### src/rtl/lir_pkg.sv
// Shared types and constants for the linear interpolation resampler.
`timescale 1ns / 1ps

package lir_pkg;

    localparam int SAMPLE_W     = 16;
    localparam int CH_W         = 3;
    localparam int CNT_W        = 4;
    localparam int STEP_RAW_W   = 20;
    localparam int SKIP_W       = 4;
    localparam int CFG_IDX_W    = 2;
    localparam int CFG_DATA_W   = 20;
    localparam int STEP_SRC_FRAC = 16;

    localparam logic [STEP_RAW_W-1:0] STEP_MIN   = 20'd8192;
    localparam logic [STEP_RAW_W-1:0] STEP_RESET = 20'd65536;
    localparam logic [CNT_W-1:0]      COUNT_RESET = 4'd1;

    localparam logic [CFG_IDX_W-1:0] REG_STEP_RATIO    = 2'd0;
    localparam logic [CFG_IDX_W-1:0] REG_CHANNEL_COUNT = 2'd1;

    typedef struct packed {
        logic accept;
        logic calc;
        logic load;
    } lir_cmd_t;

    typedef struct packed {
        logic emit;
        logic last_ch;
        logic frame_done;
        logic out_free;
    } lir_status_t;

endpackage

### src/rtl/lir_datapath.sv
// Frame storage, phase accumulator, interpolator and output register.
`timescale 1ns / 1ps

module lir_datapath #(
    parameter int MAX_CHANNELS    = 8,
    parameter int PHASE_FRAC_BITS = 16
) (
    input  logic                                 aclk,
    input  logic                                 aresetn,
    input  logic                                 cfg_we,
    input  logic [lir_pkg::CFG_IDX_W-1:0]        cfg_index,
    input  logic [lir_pkg::CFG_DATA_W-1:0]       cfg_data,
    input  logic [lir_pkg::SAMPLE_W-1:0]         s_tdata,
    input  logic                                 s_tlast,
    output logic [lir_pkg::SAMPLE_W-1:0]         m_tdata,
    output logic [lir_pkg::CH_W-1:0]             m_tuser,
    output logic                                 m_tlast,
    output logic                                 m_tvalid,
    input  logic                                 m_tready,
    input  lir_pkg::lir_cmd_t                    cmd,
    output lir_pkg::lir_status_t                 sts
);

    localparam int F      = PHASE_FRAC_BITS;
    localparam int IDX_W  = (MAX_CHANNELS > 1) ? $clog2(MAX_CHANNELS) : 1;
    localparam int STEP_W = F + 4;
    localparam int PSUM_W = F + 5;
    localparam int DIFF_W = lir_pkg::SAMPLE_W + 1;
    localparam int PROD_W = DIFF_W + F + 1;
    localparam int NUM_W  = F + lir_pkg::SAMPLE_W + 3;
    localparam int SHL    = (F >= lir_pkg::STEP_SRC_FRAC) ? F - lir_pkg::STEP_SRC_FRAC : 0;
    localparam int SHR    = (F <  lir_pkg::STEP_SRC_FRAC) ? lir_pkg::STEP_SRC_FRAC - F : 0;

    logic [lir_pkg::STEP_RAW_W-1:0]     step_reg;
    logic [lir_pkg::CNT_W-1:0]          count_reg;
    logic signed [lir_pkg::SAMPLE_W-1:0] prev_reg [MAX_CHANNELS];
    logic signed [lir_pkg::SAMPLE_W-1:0] cur_reg  [MAX_CHANNELS];
    logic signed [lir_pkg::SAMPLE_W-1:0] merged   [MAX_CHANNELS];
    logic [lir_pkg::CH_W-1:0]           chpos_reg;
    logic [F-1:0]                       phase_reg;
    logic [lir_pkg::SKIP_W-1:0]         skip_reg;
    logic                               have_prev_reg;
    logic [F-1:0]                       p_reg;
    logic [lir_pkg::CH_W-1:0]           ch_reg;
    logic                               eob_reg;
    logic signed [PROD_W-1:0]           prod_reg;
    logic signed [lir_pkg::SAMPLE_W-1:0] a_reg;
    logic [lir_pkg::SAMPLE_W-1:0]       out_data_reg;
    logic [lir_pkg::CH_W-1:0]           out_ch_reg;
    logic                               out_last_reg;
    logic                               out_valid_reg;

    logic [lir_pkg::CNT_W-1:0]          n_act;
    logic [lir_pkg::CH_W-1:0]           n_last;
    logic [lir_pkg::CH_W-1:0]           pos;
    logic [IDX_W-1:0]                   pos_idx;
    logic [IDX_W-1:0]                   ch_idx;
    logic                               completes;
    logic [lir_pkg::STEP_RAW_W-1:0]     step_q16;
    logic [STEP_W-1:0]                  step_eff;
    logic [PSUM_W-1:0]                  p_sum;
    logic [lir_pkg::SKIP_W:0]           k_int;
    logic signed [DIFF_W-1:0]           diff;
    logic signed [NUM_W-1:0]            num;
    logic signed [NUM_W-1:0]            num_shr;
    logic                               round_up;
    logic [lir_pkg::SAMPLE_W-1:0]       result;

    always_comb begin
        if (count_reg == '0) begin
            n_act = lir_pkg::CNT_W'(1);
        end else if (count_reg > lir_pkg::CNT_W'(MAX_CHANNELS)) begin
            n_act = lir_pkg::CNT_W'(MAX_CHANNELS);
        end else begin
            n_act = count_reg;
        end
        n_last    = lir_pkg::CH_W'(n_act - lir_pkg::CNT_W'(1));
        pos       = ({1'b0, chpos_reg} >= n_act) ? n_last : chpos_reg;
        pos_idx   = pos[IDX_W-1:0];
        ch_idx    = ch_reg[IDX_W-1:0];
        completes = (pos == n_last);
        for (int i = 0; i < MAX_CHANNELS; i++) begin
            merged[i] = (IDX_W'(i) == pos_idx) ? s_tdata : cur_reg[i];
        end
    end

    always_comb begin
        step_q16 = (step_reg < lir_pkg::STEP_MIN) ? lir_pkg::STEP_MIN : step_reg;
        if (F >= lir_pkg::STEP_SRC_FRAC) begin
            step_eff = STEP_W'(step_q16) << SHL;
        end else begin
            step_eff = STEP_W'(step_q16 >> SHR);
        end
        p_sum = {5'b0, p_reg} + {1'b0, step_eff};
        k_int = p_sum[PSUM_W-1:F];
    end

    always_comb begin
        diff     = DIFF_W'(cur_reg[ch_idx]) - DIFF_W'(prev_reg[ch_idx]);
        num      = (NUM_W'(a_reg) <<< F) + NUM_W'(prod_reg);
        num_shr  = num >>> F;
        round_up = num[NUM_W-1] && (num[F-1:0] != '0);
        result   = lir_pkg::SAMPLE_W'(num_shr + NUM_W'(round_up));
    end

    always_comb begin
        sts.emit       = completes && have_prev_reg && (skip_reg == '0);
        sts.last_ch    = (ch_reg == n_last);
        sts.frame_done = (k_int != '0);
        sts.out_free   = !out_valid_reg || m_tready;
    end

    always_ff @(posedge aclk) begin
        if (!aresetn) begin
            step_reg      <= lir_pkg::STEP_RESET;
            count_reg     <= lir_pkg::COUNT_RESET;
            chpos_reg     <= '0;
            phase_reg     <= '0;
            skip_reg      <= '0;
            have_prev_reg <= 1'b0;
            out_valid_reg <= 1'b0;
            eob_reg       <= 1'b0;
            ch_reg        <= '0;
            p_reg         <= '0;
            for (int i = 0; i < MAX_CHANNELS; i++) begin
                prev_reg[i] <= '0;
                cur_reg[i]  <= '0;
            end
        end else begin
            if (cfg_we) begin
                case (cfg_index)
                    lir_pkg::REG_STEP_RATIO: begin
                        step_reg <= cfg_data;
                    end
                    lir_pkg::REG_CHANNEL_COUNT: begin
                        count_reg <= cfg_data[lir_pkg::CNT_W-1:0];
                    end
                    default: begin
                    end
                endcase
            end

            if (cmd.load) begin
                out_valid_reg <= 1'b1;
            end else if (m_tready) begin
                out_valid_reg <= 1'b0;
            end

            if (cmd.accept) begin
                if (s_tlast && !sts.emit) begin
                    chpos_reg     <= '0;
                    phase_reg     <= '0;
                    skip_reg      <= '0;
                    have_prev_reg <= 1'b0;
                    for (int i = 0; i < MAX_CHANNELS; i++) begin
                        prev_reg[i] <= '0;
                        cur_reg[i]  <= '0;
                    end
                end else begin
                    cur_reg[pos_idx] <= s_tdata;
                    if (!completes) begin
                        chpos_reg <= pos + lir_pkg::CH_W'(1);
                    end else begin
                        chpos_reg <= '0;
                        if (!have_prev_reg) begin
                            have_prev_reg <= 1'b1;
                            prev_reg      <= merged;
                        end else if (skip_reg != '0) begin
                            skip_reg <= skip_reg - lir_pkg::SKIP_W'(1);
                            prev_reg <= merged;
                        end else begin
                            p_reg   <= phase_reg;
                            ch_reg  <= '0;
                            eob_reg <= s_tlast;
                        end
                    end
                end
            end

            if (cmd.calc) begin
                prod_reg <= PROD_W'($signed({1'b0, p_reg}) * diff);
                a_reg    <= prev_reg[ch_idx];
            end

            if (cmd.load) begin
                out_data_reg  <= result;
                out_ch_reg    <= ch_reg;
                out_last_reg  <= sts.last_ch && sts.frame_done;
                if (!sts.last_ch) begin
                    ch_reg <= ch_reg + lir_pkg::CH_W'(1);
                end else if (!sts.frame_done) begin
                    p_reg  <= p_sum[F-1:0];
                    ch_reg <= '0;
                end else if (eob_reg) begin
                    chpos_reg     <= '0;
                    phase_reg     <= '0;
                    skip_reg      <= '0;
                    have_prev_reg <= 1'b0;
                    for (int i = 0; i < MAX_CHANNELS; i++) begin
                        prev_reg[i] <= '0;
                        cur_reg[i]  <= '0;
                    end
                end else begin
                    phase_reg <= p_sum[F-1:0];
                    skip_reg  <= lir_pkg::SKIP_W'(k_int - 5'd1);
                    prev_reg  <= cur_reg;
                end
            end
        end
    end

    assign m_tdata  = out_data_reg;
    assign m_tuser  = out_ch_reg;
    assign m_tlast  = out_last_reg;
    assign m_tvalid = out_valid_reg;

endmodule

### src/rtl/lir_ctrl.sv
// Sequencing state machine for input acceptance and output generation.
`timescale 1ns / 1ps

module lir_ctrl (
    input  logic                  aclk,
    input  logic                  aresetn,
    input  logic                  s_tvalid,
    output logic                  s_tready,
    input  lir_pkg::lir_status_t  sts,
    output lir_pkg::lir_cmd_t     cmd
);

    typedef enum logic [1:0] {
        IDLE,
        CALC,
        LOAD
    } state_t;

    state_t state_reg;
    state_t state_next;
    logic   ready_reg;

    always_comb begin
        cmd.accept = s_tvalid && ready_reg;
        cmd.calc   = (state_reg == CALC);
        cmd.load   = (state_reg == LOAD) && sts.out_free;
        state_next = state_reg;
        case (state_reg)
            IDLE: begin
                if (cmd.accept && sts.emit) begin
                    state_next = CALC;
                end
            end
            CALC: begin
                state_next = LOAD;
            end
            LOAD: begin
                if (cmd.load) begin
                    state_next = (sts.last_ch && sts.frame_done) ? IDLE : CALC;
                end
            end
            default: begin
                state_next = IDLE;
            end
        endcase
    end

    always_ff @(posedge aclk) begin
        if (!aresetn) begin
            state_reg <= IDLE;
            ready_reg <= 1'b0;
        end else begin
            state_reg <= state_next;
            ready_reg <= (state_next == IDLE);
        end
    end

    assign s_tready = ready_reg;

`ifndef SYNTH
    a_load_has_room: assert property (@(posedge aclk) disable iff (!aresetn)
        cmd.load |-> sts.out_free)
        else $error("output register overwritten while full");

    a_calc_then_load: assert property (@(posedge aclk) disable iff (!aresetn)
        (state_reg == CALC) |=> (state_reg == LOAD))
        else $error("multiply stage not followed by load");

    a_ready_only_idle: assert property (@(posedge aclk) disable iff (!aresetn)
        ready_reg |-> (state_reg == IDLE))
        else $error("input ready while generating outputs");

    a_no_accept_in_run: assert property (@(posedge aclk) disable iff (!aresetn)
        (cmd.calc || cmd.load) |-> !cmd.accept)
        else $error("beat accepted during output generation");
`endif

endmodule

### src/rtl/linear_interp_resampler.sv
// Top level of the linear interpolation sample rate converter.
//
//  channel  ports               dir  contents
//  input    s_tvalid/s_tready   in   s_tdata: sample_in[15:0]; s_tlast: end_of_block
//  output   m_tvalid/m_tready   out  m_tdata: sample_out[15:0]; m_tuser: channel_index[2:0];
//                                    m_tlast: last_of_run
//  config   cfg_we              in   cfg_index: 0 step_ratio, 1 channel_count; cfg_data
//
// A beat that yields no output leaves s_tready high.
// Each output sample is a multiply step, then an add-and-round step into the output
// register; s_tready is low while a beat's R outputs are generated, R up to 64, and
// a full output register holds the load step until m_tready frees it.
// The output register frees input acceptance while the final sample waits on m_tready.
// Reset is synchronous on aresetn low.
`timescale 1ns / 1ps

module linear_interp_resampler #(
    parameter int MAX_CHANNELS    = 8,
    parameter int PHASE_FRAC_BITS = 16
) (
    input  logic                              aclk,
    input  logic                              aresetn,
    input  logic                              cfg_we,
    input  logic [lir_pkg::CFG_IDX_W-1:0]     cfg_index,
    input  logic [lir_pkg::CFG_DATA_W-1:0]    cfg_data,
    input  logic                              s_tvalid,
    output logic                              s_tready,
    input  logic [lir_pkg::SAMPLE_W-1:0]      s_tdata,   // sample_in[15:0]
    input  logic                              s_tlast,
    output logic                              m_tvalid,
    input  logic                              m_tready,
    output logic [lir_pkg::SAMPLE_W-1:0]      m_tdata,   // sample_out[15:0]
    output logic [lir_pkg::CH_W-1:0]          m_tuser,   // channel_index[2:0]
    output logic                              m_tlast
);

    lir_pkg::lir_cmd_t    cmd;
    lir_pkg::lir_status_t sts;

    lir_ctrl u_ctrl (
        .aclk     (aclk),
        .aresetn  (aresetn),
        .s_tvalid (s_tvalid),
        .s_tready (s_tready),
        .sts      (sts),
        .cmd      (cmd)
    );

    lir_datapath #(
        .MAX_CHANNELS    (MAX_CHANNELS),
        .PHASE_FRAC_BITS (PHASE_FRAC_BITS)
    ) u_datapath (
        .aclk      (aclk),
        .aresetn   (aresetn),
        .cfg_we    (cfg_we),
        .cfg_index (cfg_index),
        .cfg_data  (cfg_data),
        .s_tdata   (s_tdata),
        .s_tlast   (s_tlast),
        .m_tdata   (m_tdata),
        .m_tuser   (m_tuser),
        .m_tlast   (m_tlast),
        .m_tvalid  (m_tvalid),
        .m_tready  (m_tready),
        .cmd       (cmd),
        .sts       (sts)
    );

endmodule

### config.mk
export PLATFORM = sky130hd
export DESIGN_NAME = linear_interp_resampler
export DESIGN_NICKNAME = d
export VERILOG_FILES = /design/src/rtl/lir_pkg.sv /design/src/rtl/lir_datapath.sv /design/src/rtl/lir_ctrl.sv /design/src/rtl/linear_interp_resampler.sv
export SDC_FILE = /design/constraint.sdc
export NUM_CORES = 2
export LEC_CHECK = 0
export BUFFER_PORTS_ARGS = -buffer_cell sky130_fd_sc_hd__buf_2
export CAP_MARGIN = 10
export CORE_UTILIZATION = 52
export CTS_BUF_LIST = sky130_fd_sc_hd__clkbuf_16
export CTS_CLUSTER_DIAMETER = 100
export DETAILED_ROUTE_END_ITERATION = 8
export PLACE_DENSITY = 0.76
export SYNTH_ARGS = -nofsm -noshare
export SYNTH_HDL_FRONTEND = slang
export SYNTH_SLANG_ARGS = --single-unit
### constraint.sdc
create_clock -name aclk -period 12.28 [get_ports aclk]
set_clock_uncertainty 0.15 [all_clocks]
set_input_delay 3.684 -clock aclk [delete_from_list [all_inputs] [get_ports aclk]]
set_output_delay 3.684 -clock aclk [all_outputs]
set_load 0.01 [all_outputs]
After elaboration in Yosys (flattened, before gate mapping)
Cells that the tools add are included.
{"block": "totals", "register_bits": 398, "latch_bits": 0, "mem_bits_rw": 0, "mem_bits_ro": 0, "wordCells": 179, "memories": 0}
{"block": "classes", "add_sub_neg": 9, "n_mul": 1, "div": 0, "order_cmp": 6, "n_eq_ne": 12, "shift": 0, "n_mux": 87, "n_bitwise": 4, "reduce_logical": 27}
{"op": "two-way mux 128 bit", "n": 15}
{"op": "two-way mux 16 bit", "n": 27}
{"op": "bitwise mux 128 bit", "n": 1}
{"op": "binary-select mux 16 bit (select 3 bit)", "n": 2}
{"op": "demux 16 bit (select 3 bit)", "n": 1}
{"op": "two-way mux 3 bit", "n": 16}
{"op": "two-way mux 4 bit", "n": 11}
{"op": "adder 32 x 34 -> 35 bit", "n": 1}
{"op": "multiplier 17 x 17 -> 34 bit", "n": 1}
{"op": "adder 16 x 20 -> 21 bit", "n": 1}
{"op": "< comparator 20 x 14 -> 1 bit (second input constant)", "n": 1}
{"op": "two-way mux 20 bit", "n": 1}
{"op": "subtractor 16 x 16 -> 17 bit", "n": 1}
{"op": "adder 16 x 2 -> 16 bit", "n": 1}
{"op": "nonzero test 16 bit", "n": 1}
{"op": "== test 3 bit (first input constant)", "n": 4}
{"op": "two-way mux 1 bit", "n": 10}
{"op": "logical AND 1 bit", "n": 9}
{"op": ">= comparator 4 bit (second input constant)", "n": 2}
{"op": "zero test 4 bit", "n": 2}
{"op": "NOT 3 -> 4 bit", "n": 2}
{"op": "AND reduction 2 bit", "n": 4}
{"op": "subtractor 4 x 1 -> 4 bit (second input constant)", "n": 2}
{"op": "adder 3 x 1 -> 3 bit (second input constant)", "n": 2}
{"op": "other kinds (20)", "n": 28}

Longest topological paths before layout
{"block": "depth", "word_depth": 17, "ltp_mapped": 38}

By module
Synthesis repeated with hierarchy kept, for this count alone.
{"block": "unflattened", "cells_unflattened": 3868, "hier_area_um2": 34227.8}
{"mod": "lir_datapath", "instances": 1, "cells_each": 3854, "area_per_inst_um2": 34092.7, "seq_area_each_um2": 8608.3}
{"mod": "lir_ctrl", "instances": 1, "cells_each": 14, "area_per_inst_um2": 135.1, "seq_area_each_um2": 60.1}

Worst setup path before layout
No wires, ideal clock.
{"block": "synth_timing", "path_kind": "reg-to-reg", "startpoint": "reg u_datapath.ch_reg, in the netlist u_datapath.ch_idx[0]", "endpoint": "reg u_datapath.prod_reg[32] (data pin)", "setup_ns": 0.135, "arrival_ns": 9.640, "setup_slack_ns": 2.355, "stages_incl_launch_ff": 37, "n_path_buf": 6, "period_less_slack_ns": 9.925, "path_cell_list": "dfxtp_1 > clkbuf_1 > buf_1 > buf_1 > mux4_2 > mux2_2 > ha_1 > fa_1 > nand2b_1 > a21boi_0 > o21ai_0 > a21oi_1 > o21ai_0 > a21oi_1 > clkbuf_1 > nor2_1 > clkbuf_1 > o211ai_1 > fa_1 > fa_1 > inv_1 > fa_1 > fa_1 > fa_1 > inv_1 > fa_1 > inv_1 > ha_1 > clkbuf_1 > a21oi_1 > o21ai_0 > a311oi_1 > nand2_1 > o211ai_1 > a21oi_1 > or4b_2 > nand3_1"}
{"block": "synth_between", "elab_chain_cells": 6, "elab_cells_between_ends": 9, "cone_classes": "add/sub: 1; mul: 1; mux: 6; bitwise: 1"}
{"element": "start: declaration", "line_no": "lir_datapath.sv:44", "rtl": "logic [lir_pkg::CH_W-1:0] ch_reg;"}
{"element": "start signal: assignment", "line_no": "lir_datapath.sv:190", "rtl": "ch_reg <= ch_reg + lir_pkg::CH_W'(1);"}
{"element": "NOT 3 -> 4 bit (implied by the code) (*)", "line_no": "lir_datapath.sv:99", "rtl": "diff = DIFF_W'(cur_reg[ch_idx]) - DIFF_W'(prev_reg[ch_idx]);"}
{"element": "binary-select mux 16 bit (select 3 bit)", "line_no": "lir_datapath.sv:99"}
{"element": "two-way mux 16 bit (implied by the code) (2 in a row)", "line_no": "lir_datapath.sv:99"}
{"element": "subtractor 16 x 16 -> 17 bit (*)", "line_no": "lir_datapath.sv:99"}
{"element": "multiplier 17 x 17 -> 34 bit (*)", "line_no": "lir_datapath.sv:181", "rtl": "prod_reg <= PROD_W'($signed({1'b0, p_reg}) * diff);"}
{"element": "end signal: assignment", "line_no": "lir_datapath.sv:181"}
{"element": "end: declaration", "line_no": "lir_datapath.sv:46", "rtl": "logic signed [PROD_W-1:0] prod_reg;"}
Mark *: on every way between the ends. The rest lies on a longest branch, timed or not. The select of a mux whose other input is x is not followed.
A chain may end at the register's enable or synchronous reset.

Worst setup path in the final report
{"block": "layout_timing", "startpoint": "reg u_datapath.ch_reg, in the netlist u_datapath.ch_idx[0]", "endpoint": "reg u_datapath.prod_reg[28] (data pin)"}
The elaborated chain is that of the path after synthesis.

==> run_results.csv <==
group,metric,value,unit
run_status,status,"finished, final reports clean",
sta,tightestPinTransition,1.21,ns
min_path,holdCritPathClass,"reg -> reg",
routing,drc,0,
routing,dr.first_iter.drc_count,3944,
cells_and_area,syn2layout_area_growth,6.57,%
worst_setup_path,path_buf_inv,3,
worst_setup_path,reg2reg_depth,30,
cells_and_area,drive_above_1_share,9.88,%
die,die_w,255,µm
cells_and_area,n_fill_cell,5482,
power,total_power,3.54,mW
cells_and_area,fin_util,56.3,%
power,pwr-share-seq,38.3,%
logic_synthesis,synth-seq-area-share,26.0,%
global_routing,grt_max_degree,199,
worst_setup_path,crit_family,"adder cells",
die,top_level_ports,66,
sta,hold_viol,0,
clocking,postCtsHoldBufs,0,
worst_setup_path,crit_required,12.47,ns
sta,setup_violations,0,
logic_synthesis,synth_top_area_share,19.7,%
power,power_frac_comb,22.9,%
worst_setup_path,crit_path_max_incr_delay,0.92,ns
logic_synthesis,synth_area,0.0334,mm²
cells_and_area,layout.cells.non_filler,4483,
place,dp_slack,1.75,ns
logic_synthesis,yosysUniqueCellTypes,93,
logic_synthesis,syn-instance-count,3738,
clocking,clockRootBuffer,"clkbuf_16",
global_routing,antenna_found_initial,6,
die,coreArea,0.0632,mm²
power,switching_share,32.8,%
place,dp_hpwl,65900,µm
sta,fin_ws,1.60,ns
clocking,cts_made_buffers,45,
sta,fin_tns_setup,0,ns
die,start_util,52.8,%
global_routing,grt_pass1_wl,163000,µm
cells_and_area,seq_area,0.00868,mm²
sta,period_share,86.9,%
clocking,cts.htree.levels,2,
power,power_frac_clock,38.8,%
clocking,ctsResizeCount,0,
power,irDropWorstVdd,0.104,mV
clocking,post_cts_buffers,0,
worst_setup_path,arrival,10.87,ns
sta,final-max-slew-violation-count,0,
worst_setup_path,crit_path_end_kind,"flip-flop",
logic_synthesis,synth_commonest_cells,"343 x a21oi_1, 343 x nand2_1, 328 x dfxtp_1, 325 x inv_1, 233 x clkbuf_1",
min_path,min_path_cells,2,
routing,viasPerCell,6.60,
routing,vias,29600,
sta,period_minus_slack,10.68,ns
logic_synthesis,synth.area.top_cells,"dfxtp_1 20%, fa_1 13%, ha_1 7.2%",
clocking,clk_pin_slew_worst_paths,0.07,ns
die,rows,92,
cells_and_area,multi_input_area,0.0223,mm²
clocking,clkLatencyLatePin,0.62,ns
worst_setup_path,cpMostUsedCell,"fa_1",
routing,wl_per_cell,23.2,µm
worst_setup_path,critPathMaxFanout,40,
place,io_buffer_count,65,
routing,drtAntennaViolNets,0,
worst_setup_path,path_depth,30,
logic_synthesis,synthFlopType,"dfxtp_1",
logic_synthesis,synth_nets,4187,
global_routing,grt-ovfl-total,0,
die,fp.dieArea,0.0652,mm²
global_routing,grtUsageTotal,31.3,%
routing,wl,104000,µm
power,leakage,14.3,nW
run,maxCapViolCount,0,
global_routing,grt_pass1_vias,28600,
sta,relSlewSlack,19.6,%
power,powerDensity,99.5,mW/mm²
worst_setup_path,start_kind,"flip-flop",
logic_synthesis,syn_area_per_cell,8.93,µm²
clocking,clock_sinks,398,
logic_synthesis,synth_edf_count,70,
logic_synthesis,synthArstFlopShare,0,%
clocking,cts.path.max_buffers,3,
logic_synthesis,synth_top_cell_by_area,"dfxtp_1",
logic_synthesis,ys_warn_count,0,
place,dp_cells,4395,
power,intPower,2.38,mW
power,p_sw,1.16,mW
worst_setup_path,cpMaxStageDelayCell,"dfxtp_4",
worst_setup_path,r2r_setup_slack,1.60,ns
sta,rsz0062_at_grt,"false",
routing,dr.pass1.iters,9,
logic_synthesis,ys_seq_elements,398,
clocking,cts_tree,"yes",
die,fp.dieH,255,µm
worst_setup_path,path_class,"reg -> reg",
sta,clock.fmax,0.0937,GHz
cells_and_area,nets,4045,
place,globalplace.congestion,0.955,
## area by class of cell
type,instances,area share [%]
multi-input combinational,2687,62.6
sequential,398,24.4
inverter,333,3.53
clock buffer,45,3.17
tap,846,2.98
timing repair buffer,131,2.34
clock inverter,38,0.985
antenna,5,0.0352
## worst reg2reg max path, delay by kind of cell, from the launching register on
kind / cells / cell delay (ns)
adder cells (fa/ha/maj): 9 / 3.72
XOR/XNOR: 1 / 0.13
flip-flops: 1 / 0.92
buffers and inverters: 3 / 0.39
AO/OA/AOI/OAI: 11 / 3.11
multiplexers: 2 / 0.92
AND/OR/NAND/NOR: 4 / 1.05
## kinds of logic (layout without fill, tap and decap cells)
kind of cell	Yosys count	count (layout)	synth area share, %
flops	398	398	26.0
other cells	0	5	0
simple gates	956	956	14.8
mux	199	199	8.45
compound gates	1046	1046	20.8
fa+ha+maj	405	405	20.0
xor+xnor	81	81	2.23
buf+inv	653	547	7.73
## final timing paths
kind                     startpoint                      end
max            u_datapath.ch_idx[0]  u_datapath.prod_reg[28]
min reg2reg  u_datapath.step_reg[9]   u_datapath.step_reg[9]
max reg2reg    u_datapath.ch_idx[0]  u_datapath.prod_reg[28]
min          u_datapath.step_reg[9]   u_datapath.step_reg[9]
## power by group through the flow
stage	logic, mW	registers [mW]	clock network, mW
after floorplan	0.544	1.38	0
after global placement	0.769	1.38	0
after detailed placement	0.783	1.38	0
after CTS	0.788	1.36	1.38
after global routing	0.878	1.36	1.43
final	0.810	1.36	1.37
## layout by cell type, fill, tap and decap left out, drive strengths merged, types with 64 or more instances in the layout
master | netlist | layout
a211oi | 98 | 98
a21oi | 347 | 347
and2 | 119 | 119
buf | 87 | 131
dfxtp | 328 | 328
edfxtp | 70 | 70
fa | 212 | 212
ha | 193 | 193
inv | 329 | 337
mux2i | 118 | 118
mux4 | 64 | 64
nand2 | 344 | 344
nor2 | 118 | 118
nor3 | 119 | 119
o21ai | 185 | 185
## routing by layer
layer | vias up | GRT usage [%] | share of wire (%)
li1 | 13000 | - | -
met1 | 14200 | 41.2 | 39
met2 | 1923 | 46.7 | 43
met3 | 393 | 9.18 | 13
met4 | 0 | 15.6 | 5.2
met5 | - | 0.219 | 0
## stage by stage
stage                     area (µm²)  hold WS, ns
after floorplan                33400        0.256
after global placement         34100        0.288
after detailed placement       34100        0.293
after CTS                      35600        0.300
after global routing           35600        0.320
final                          35600        0.301
Note: power is estimated with default switching activity, not from simulation.
